==> config.mk <==
export PLATFORM = sky130hd
export DESIGN_NAME = shadow_stack_return_filter_core
export DESIGN_NICKNAME = d
export VERILOG_FILES = /design/src/rtl/ssrf_pkg.sv /design/src/rtl/ssrf_datapath.sv /design/src/rtl/ssrf_ctrl.sv /design/src/rtl/shadow_stack_return_filter_core.sv
export SDC_FILE = /design/constraint.sdc
export NUM_CORES = 2
export LEC_CHECK = 0
export BUFFER_PORTS_ARGS = -buffer_cell sky130_fd_sc_hd__buf_2
export CORE_UTILIZATION = 45
export DETAILED_ROUTE_END_ITERATION = 8
export PLACE_DENSITY = 0.7
export SLEW_MARGIN = 20
export SYNTH_ARGS = -nofsm -noshare
export SYNTH_HDL_FRONTEND = slang
export SYNTH_SLANG_ARGS = --single-unit
==> constraint.sdc <==
create_clock -name clk -period 8.1 [get_ports clk]
set_input_delay 1.62 -clock clk [delete_from_list [all_inputs] [get_ports clk]]
set_output_delay 1.62 -clock clk [all_outputs]
set_load 0.01 [all_outputs]
==> src/rtl/ssrf_pkg.sv <==
// shared types, constants and helpers for the shadow stack return filter
package ssrf_pkg;

  // stack geometry
  localparam int STACK_DEPTH = 32;
  localparam int PTR_W       = $clog2(STACK_DEPTH);
  localparam int CNT_W       = $clog2(STACK_DEPTH + 1);
  localparam int ADDR_W      = 62;
  localparam int WORD_W      = 64;
  localparam int TAG_W       = 2;

  // result tags
  localparam logic [TAG_W-1:0] TAG_UNMATCHED = 2'd0;
  localparam logic [TAG_W-1:0] TAG_SPILL     = 2'd1;
  localparam logic [TAG_W-1:0] TAG_EVENT     = 2'd2;

  // operation codes; any other code behaves as a flush
  typedef enum logic [1:0] {
    OP_PUSH  = 2'd0,
    OP_POP   = 2'd1,
    OP_FLUSH = 2'd2
  } op_t;

  // controller states
  typedef enum logic [1:0] {
    ST_IDLE,
    ST_SPILL,
    ST_DRAIN,
    ST_EMIT
  } state_t;

  // source of an output word
  typedef enum logic {
    SRC_RDATA,
    SRC_ADDR
  } src_t;

  // input transaction
  typedef struct packed {
    logic [1:0]        operation;
    logic [ADDR_W-1:0] address;
  } in_t;

  // output transaction
  typedef struct packed {
    logic [WORD_W-1:0] forward_word;
    logic              last;
  } out_t;

  // controller to datapath
  typedef struct packed {
    logic             accept;
    logic [TAG_W-1:0] tag;
    logic             wr_in;
    logic             wr_hold;
    logic             top_inc;
    logic             top_dec;
    logic             cnt_inc;
    logic             cnt_dec;
    logic             rd_top;
    logic             rd_start;
    logic             rd_next;
    logic             load;
    src_t             src;
    logic             last;
  } cmd_t;

  // datapath to controller
  typedef struct packed {
    logic full;
    logic empty;
    logic cnt_one;
    logic out_free;
  } status_t;

  // ring pointer step forward
  function automatic logic [PTR_W-1:0] ptr_inc(input logic [PTR_W-1:0] p);
    logic [PTR_W-1:0] r;
    if (p == PTR_W'(STACK_DEPTH - 1)) r = '0;
    else r = p + PTR_W'(1);
    return r;
  endfunction

  // ring pointer step back
  function automatic logic [PTR_W-1:0] ptr_dec(input logic [PTR_W-1:0] p);
    logic [PTR_W-1:0] r;
    if (p == '0) r = PTR_W'(STACK_DEPTH - 1);
    else r = p - PTR_W'(1);
    return r;
  endfunction

  // slot of the oldest entry: top minus count, modulo the depth
  function automatic logic [PTR_W-1:0] ptr_oldest(input logic [PTR_W-1:0] top,
                                                 input logic [CNT_W-1:0] cnt);
    logic [CNT_W:0] t;
    logic [CNT_W:0] c;
    logic [CNT_W:0] r;
    t = (CNT_W + 1)'(top);
    c = (CNT_W + 1)'(cnt);
    if (t >= c) r = t - c;
    else r = t + (CNT_W + 1)'(STACK_DEPTH) - c;
    return r[PTR_W-1:0];
  endfunction

endpackage

==> src/rtl/ssrf_datapath.sv <==
// stack memory, pointers, entry count and output register
module ssrf_datapath
  import ssrf_pkg::*;
(
  input  logic    clk,
  input  logic    rst,
  input  in_t     in_data,
  input  cmd_t    cmd,
  output status_t status,
  output logic    out_valid,
  input  logic    out_stall,
  output out_t    out_data
);

  logic [ADDR_W-1:0] mem [STACK_DEPTH];
  logic [ADDR_W-1:0] rdata;
  logic [ADDR_W-1:0] addr_hold;
  logic [TAG_W-1:0]  tag_hold;
  logic [PTR_W-1:0]  top;
  logic [CNT_W-1:0]  count;
  logic [PTR_W-1:0]  idx;
  logic [PTR_W-1:0]  idx_next;
  logic [PTR_W-1:0]  rd_addr;
  logic              rd_en;
  logic [ADDR_W-1:0] wr_data;
  logic              wr_en;
  logic [ADDR_W-1:0] load_addr;
  logic [TAG_W-1:0]  load_tag;
  logic              out_free;

  // status toward the controller
  assign out_free        = !out_valid || !out_stall;
  assign status.full     = (count == CNT_W'(STACK_DEPTH));
  assign status.empty    = (count == '0);
  assign status.cnt_one  = (count == CNT_W'(1));
  assign status.out_free = out_free;

  // read address select
  assign idx_next = ptr_inc(idx);
  assign rd_en    = cmd.rd_top || cmd.rd_start || cmd.rd_next;
  always_comb begin
    if (cmd.rd_start) rd_addr = ptr_oldest(top, count);
    else if (cmd.rd_next) rd_addr = idx_next;
    else rd_addr = top;
  end

  // write data select
  assign wr_en   = cmd.wr_in || cmd.wr_hold;
  assign wr_data = cmd.wr_in ? in_data.address : addr_hold;

  // stack memory with registered read
  always_ff @(posedge clk) begin
    if (wr_en) mem[top] <= wr_data;
    if (rd_en) rdata <= mem[rd_addr];
  end

  // held transaction fields and drain index
  always_ff @(posedge clk) begin
    if (cmd.accept) begin
      addr_hold <= in_data.address;
      tag_hold  <= cmd.tag;
    end
    if (cmd.rd_start || cmd.rd_next) idx <= rd_addr;
  end

  // top pointer and entry count
  always_ff @(posedge clk) begin
    if (rst) begin
      top   <= '0;
      count <= '0;
    end else begin
      if (cmd.top_inc) top <= ptr_inc(top);
      else if (cmd.top_dec) top <= ptr_dec(top);
      if (cmd.cnt_inc) count <= count + CNT_W'(1);
      else if (cmd.cnt_dec) count <= count - CNT_W'(1);
    end
  end

  // output word select
  always_comb begin
    case (cmd.src)
      SRC_RDATA: begin
        load_addr = rdata;
        load_tag  = TAG_SPILL;
      end
      SRC_ADDR: begin
        load_addr = addr_hold;
        load_tag  = tag_hold;
      end
      default: begin
        load_addr = addr_hold;
        load_tag  = tag_hold;
      end
    endcase
  end

  // output register
  always_ff @(posedge clk) begin
    if (rst) begin
      out_valid <= 1'b0;
    end else if (cmd.load) begin
      out_valid <= 1'b1;
    end else if (!out_stall) begin
      out_valid <= 1'b0;
    end
  end

  always_ff @(posedge clk) begin
    if (cmd.load) begin
      out_data.forward_word <= {load_addr, load_tag};
      out_data.last         <= cmd.last;
    end
  end

  // checks
  a_count_bound: assert property (@(posedge clk) disable iff (rst)
    count <= CNT_W'(STACK_DEPTH))
    else $error("entry count beyond stack depth");

  a_load_free: assert property (@(posedge clk) disable iff (rst)
    cmd.load |-> out_free)
    else $error("output register overwritten while pending");

  a_dec_nonempty: assert property (@(posedge clk) disable iff (rst)
    cmd.cnt_dec |-> count != '0)
    else $error("entry count underflow");

  a_spill_full: assert property (@(posedge clk) disable iff (rst)
    (cmd.top_inc && !cmd.cnt_inc) |-> status.full)
    else $error("spill write while stack not full");

endmodule

==> src/rtl/ssrf_ctrl.sv <==
// controller state machine for the shadow stack return filter
module ssrf_ctrl
  import ssrf_pkg::*;
(
  input  logic       clk,
  input  logic       rst,
  input  logic       in_valid,
  input  logic [1:0] operation,
  input  status_t    status,
  output logic       in_stall,
  output cmd_t       cmd
);

  state_t state;
  state_t state_next;
  logic   take;

  assign take = in_valid && (state == ST_IDLE);

  // state register
  always_ff @(posedge clk) begin
    if (rst) state <= ST_IDLE;
    else state <= state_next;
  end

  // next state
  always_comb begin
    state_next = state;
    case (state)
      ST_IDLE: begin
        if (take) begin
          case (operation)
            OP_PUSH: if (status.full) state_next = ST_SPILL;
            OP_POP:  if (status.empty) state_next = ST_EMIT;
            default: state_next = status.empty ? ST_EMIT : ST_DRAIN;
          endcase
        end
      end
      ST_SPILL: if (status.out_free) state_next = ST_IDLE;
      ST_DRAIN: if (status.out_free && status.cnt_one) state_next = ST_EMIT;
      ST_EMIT:  if (status.out_free) state_next = ST_IDLE;
      default:  state_next = ST_IDLE;
    endcase
  end

  // command outputs
  always_comb begin
    cmd      = '0;
    cmd.src  = SRC_ADDR;
    in_stall = (state != ST_IDLE);
    case (state)
      ST_IDLE: begin
        if (take) begin
          cmd.accept = 1'b1;
          cmd.tag    = (operation == OP_POP) ? TAG_UNMATCHED : TAG_EVENT;
          case (operation)
            OP_PUSH: begin
              if (status.full) begin
                cmd.rd_top = 1'b1;
              end else begin
                cmd.wr_in   = 1'b1;
                cmd.top_inc = 1'b1;
                cmd.cnt_inc = 1'b1;
              end
            end
            OP_POP: begin
              if (!status.empty) begin
                cmd.top_dec = 1'b1;
                cmd.cnt_dec = 1'b1;
              end
            end
            default: begin
              if (!status.empty) cmd.rd_start = 1'b1;
            end
          endcase
        end
      end
      ST_SPILL: begin
        if (status.out_free) begin
          cmd.load    = 1'b1;
          cmd.src     = SRC_RDATA;
          cmd.last    = 1'b1;
          cmd.wr_hold = 1'b1;
          cmd.top_inc = 1'b1;
        end
      end
      ST_DRAIN: begin
        if (status.out_free) begin
          cmd.load    = 1'b1;
          cmd.src     = SRC_RDATA;
          cmd.last    = 1'b0;
          cmd.cnt_dec = 1'b1;
          cmd.rd_next = !status.cnt_one;
        end
      end
      ST_EMIT: begin
        if (status.out_free) begin
          cmd.load = 1'b1;
          cmd.src  = SRC_ADDR;
          cmd.last = 1'b1;
        end
      end
      default: begin
        cmd = '0;
      end
    endcase
  end

  // checks
  a_accept_idle: assert property (@(posedge clk) disable iff (rst)
    cmd.accept |-> !in_stall && in_valid)
    else $error("transaction taken while busy");

  a_drain_to_emit: assert property (@(posedge clk) disable iff (rst)
    (state == ST_DRAIN && status.out_free && status.cnt_one) |=> state == ST_EMIT)
    else $error("drain did not end in event result");

  a_busy_holds: assert property (@(posedge clk) disable iff (rst)
    (state != ST_IDLE && !status.out_free) |=> $stable(state))
    else $error("state moved while output blocked");

endmodule

==> src/rtl/shadow_stack_return_filter_core.sv <==
// top level of the shadow stack return filter
// A push or a pop on a non-empty stack yields no result, so such transactions
// can be taken every cycle. A push onto a full stack yields the spilled oldest
// entry; a pop on an empty stack yields its own address with tag 0. A flush or
// any other operation drains the live entries through the single stack memory
// read port, one entry per cycle while the output does not stall, oldest first,
// then the event word (tag 2, last) follows. No clearing pass is needed after
// reset.
module shadow_stack_return_filter_core
  import ssrf_pkg::*;
(
  input  logic clk,
  input  logic rst,
  input  logic in_valid,
  output logic in_stall,
  input  in_t  in_data,
  output logic out_valid,
  input  logic out_stall,
  output out_t out_data
);

  cmd_t    cmd;
  status_t status;

  // control
  ssrf_ctrl u_ctrl (
    .clk       (clk),
    .rst       (rst),
    .in_valid  (in_valid),
    .operation (in_data.operation),
    .status    (status),
    .in_stall  (in_stall),
    .cmd       (cmd)
  );

  // storage and output
  ssrf_datapath u_datapath (
    .clk       (clk),
    .rst       (rst),
    .in_data   (in_data),
    .cmd       (cmd),
    .status    (status),
    .out_valid (out_valid),
    .out_stall (out_stall),
    .out_data  (out_data)
  );

endmodule

==> impl_metrics.env <==
export IMPL_hold_viol_final=0
export IMPL_p_leak_nw=34.55
export IMPL_coreArea_mm2=0.1910
export IMPL_syn_num_nets=5079
export IMPL_fin_worst_skew_ps=30.10
export IMPL_clkTransAtPathRegs_ps=60
export IMPL_wl_per_cell_um=27.66
export IMPL_drtPass1Iterations=5
export IMPL_critical_path_arrival_ps=5720
export IMPL_run_status="completed"
export IMPL_critical_path_class="flip-flop to flip-flop"
export IMPL_setup_viol_count_final=0
export IMPL_first_global_vias=44590
export IMPL_worst_path_dominant_cell_family="compound AO/OA/AOI/OAI gates"
export IMPL_slew_headroom_pct=17.09
export IMPL_grt_antenna_before_repair=5
export IMPL_cts_hold_fix_buffers=0
export IMPL_fillCellCount=15220
export IMPL_avgSynthCellArea_um2=17.38
export IMPL_drtAntennaViolNets=0
export IMPL_io_pin_count=135
export IMPL_io_buffers=134
export IMPL_clkLatencyLatePin_ps=860
export IMPL_post_place_ws_ps=2201
export IMPL_avgViaCountPerCell=5.821
export IMPL_die_w_um=441.3
export IMPL_start_util_pct=45.47
export IMPL_peakVddDrop_mv=0.6982
export IMPL_dr_total_vias=45730
export IMPL_start_kind="flip-flop"
export IMPL_num_rows=160
export IMPL_period_share_pct=62.38
export IMPL_area_growth_pct=11.91
export IMPL_required_ps=8770
export IMPL_crit_chain="inv_1 > ha_1 > or4b_4 > o211a_1 > o21ai_4 > buf_4 > buf_4 > mux2i_1 > a32oi_1 > a31oi_1 > nor4_2"
export IMPL_post_cts_buffers=0
export IMPL_syn_inst=4995
export IMPL_cts_sinks=2193
export IMPL_syn_area_mm2=0.08683
export IMPL_wl_um=217300
export IMPL_drive_above_1_share_pct=13.04
export IMPL_fin_util_pct=50.88
export IMPL_routabilityCongestion=0.7750
export IMPL_drt_initial_drc_count=4918
export IMPL_slowest_stage="o21ai_4"
export IMPL_place_hpwl_um=107300
export IMPL_cts_buffers=210
export IMPL_grt_ovfl_total=0
export IMPL_ys_ff_latch=2193
export IMPL_yosys_area_top_type="edfxtp_1"
export IMPL_fin_ws_ps=3047
export IMPL_setup_tns_ps=0
export IMPL_yosys_top_cells_area="edfxtp_1 (75%), mux2i_1 (14%), nand2_1 (2.5%)"
export IMPL_drc=0
export IMPL_cts_resized=0
export IMPL_grt_max_degree=151
export IMPL_end_kind="flip-flop"
export IMPL_rsz0062_at_grt="no"
export IMPL_async_flop_share_pct=0
export IMPL_yosysWarnings=0
export IMPL_synth_edff_count=2179
export IMPL_fin_crit_ps=5053
export IMPL_layout_commonest_cell="edfxtp_1"
export IMPL_nNetsFinal=5250
export IMPL_cts_tree="yes"
export IMPL_die_h_um=441.3
export IMPL_cp_max_fo=64
export IMPL_hold_class="flip-flop to flip-flop"
export IMPL_h_tree_depth=4
export IMPL_tightestPinTransition_ps=1244
export IMPL_crit_path_max_incr_delay_ps=880
export IMPL_netlist_area_leader_share_pct=75.35
export IMPL_cts_root_buf="clkbuf_16"
export IMPL_floorplan_die_area_mm2=0.1947
export IMPL_power_density_mw_per_mm2=417.8
export IMPL_critical_path_most_common_cell="buf_4"
export IMPL_synth_seq_area_share_pct=75.68
export IMPL_grtUsageTotal_pct=22.03
export IMPL_synth_cell_types=63
export IMPL_drv_slew=0
export IMPL_fmax_mhz=197.9
export IMPL_crit_buf_inv=3
export IMPL_grt_pass1_wl_um=309000
export IMPL_drv_cap=0
export IMPL_synth_flop_cell="edfxtp_1"
export IMPL_clock_path_buffers=3
export IMPL_final_cell_mix="edfxtp_1 (2179), mux2i_1 (1178), nand2_1 (581)"
## layer usage
layer  share of wire, %  track usage, %  vias up
li1                   -               -    19880
met1                 39           28.73    23490
met2                 50           37.56     1998
met3                7.4           3.306      353
met4                3.1           7.646        6
met5              0.015               0        -
## logic make-up (layout without fill, tap and decap cells)
kind of cell / after synthesis / count (layout) / share of synthesized area (%)
AO/OA/AOI/OAI: 360 / 360 / 2.837
adder cells (fa/ha/maj): 16 / 16 / 0.2392
XOR/XNOR: 12 / 12 / 0.1210
multiplexers: 1242 / 1242 / 14.42
other: 0 / 1 / 0
AND/OR/NAND/NOR: 880 / 880 / 4.772
buffers and inverters: 292 / 641 / 1.938
flip-flops: 2193 / 2193 / 75.68
## worst register-to-register path, cell delays in order (launching register included)
cell	delay, ps
dfxtp_1	320
inv_1	200
ha_1	250
or4b_4	540
o211a_1	390
o21ai_4	880
buf_4	470
buf_4	840
mux2i_1	270
a32oi_1	250
a31oi_1	170
nor4_2	300
## final cells by class
cell class                      count  area (um^2)  area share (%)
Sequential cell                  2193        65710           67.62
Antenna cell                        1        2.502        0.002575
Tap cell                         2511         3142           3.233
Timing Repair Buffer              234         1750           1.801
Clock inverter                    119         1100           1.132
Clock buffer                      271         5548           5.709
Inverter                           17        73.82         0.07597
Multi-Input combinational cell   2510        19850           20.42
## path summary, 6_finish.rpt
| path | slack (ps) | depth (start not counted) | startpoint | endpoint |
|---|---|---|---|---|
| min reg2reg | 510 | 2 | u_datapath.rdata[57]$_DFFE_PP_ | u_datapath.out_data[60]$_DFFE_PP_ |
| max reg2reg | 3050 | 11 | u_datapath.count[1]$_SDFFE_PP0P_ | u_datapath.rdata[3]$_DFFE_PP_ |
| max | 3050 | 11 | u_datapath.count[1]$_SDFFE_PP0P_ | u_datapath.rdata[3]$_DFFE_PP_ |
| min | 510 | 2 | u_datapath.rdata[57]$_DFFE_PP_ | u_datapath.out_data[60]$_DFFE_PP_ |
## synthesized netlist by cell type (7+ instances only)
cell type  instances
edfxtp_1        2179
mux2i_1         1178
nand2_1          582
o22ai_1          186
nand3_1          131
clkbuf_1         103
a31oi_1           63
a32oi_1           62
mux2_2            62
nor4_2            62
nor2_1            56
buf_2             52
buf_4             43
buf_6             41
buf_1             26
a21oi_1           16
ha_1              15
dfxtp_1           14
inv_1             13
nor3_1            12
clkbuf_4           8
xnor2_1            8
or3_1              7
## flip-flops by register name, summed over array words and instances, names as in the netlist, 2 cells and up
name	flops
u_datapath.mem	1984
u_datapath.out_data	65
u_datapath.addr_hold	62
u_datapath.rdata	62
u_datapath.count	6
u_datapath.idx	5
u_datapath.top	5
u_ctrl.state	2
## per-stage QoR
| stage | hold slack [ps] | cells | power (mW) | instance area (um^2) |
|---|---|---|---|---|
| after CTS | 513.2 | 7855 | 40.70 | 97170 |
| final | 514.3 | 7856 | 40.60 | 97180 |
| after detailed placement | 504.8 | 7465 | 31.27 | 90530 |
| after global placement | 502.3 | 7464 | 30.99 | 90520 |
| after global routing | 534.1 | 7855 | 42.15 | 97170 |
| after floorplan | 483.6 | 4995 | 27.05 | 86850 |
## where the power goes
| part | internal, mW | switching (mW) |
|---|---|---|
| logic | 6.00 | 10.2 |
| registers | 14.6 | 0.296 |
| clock network | 5.32 | 4.17 |
Power figures use the tool's default switching activity.
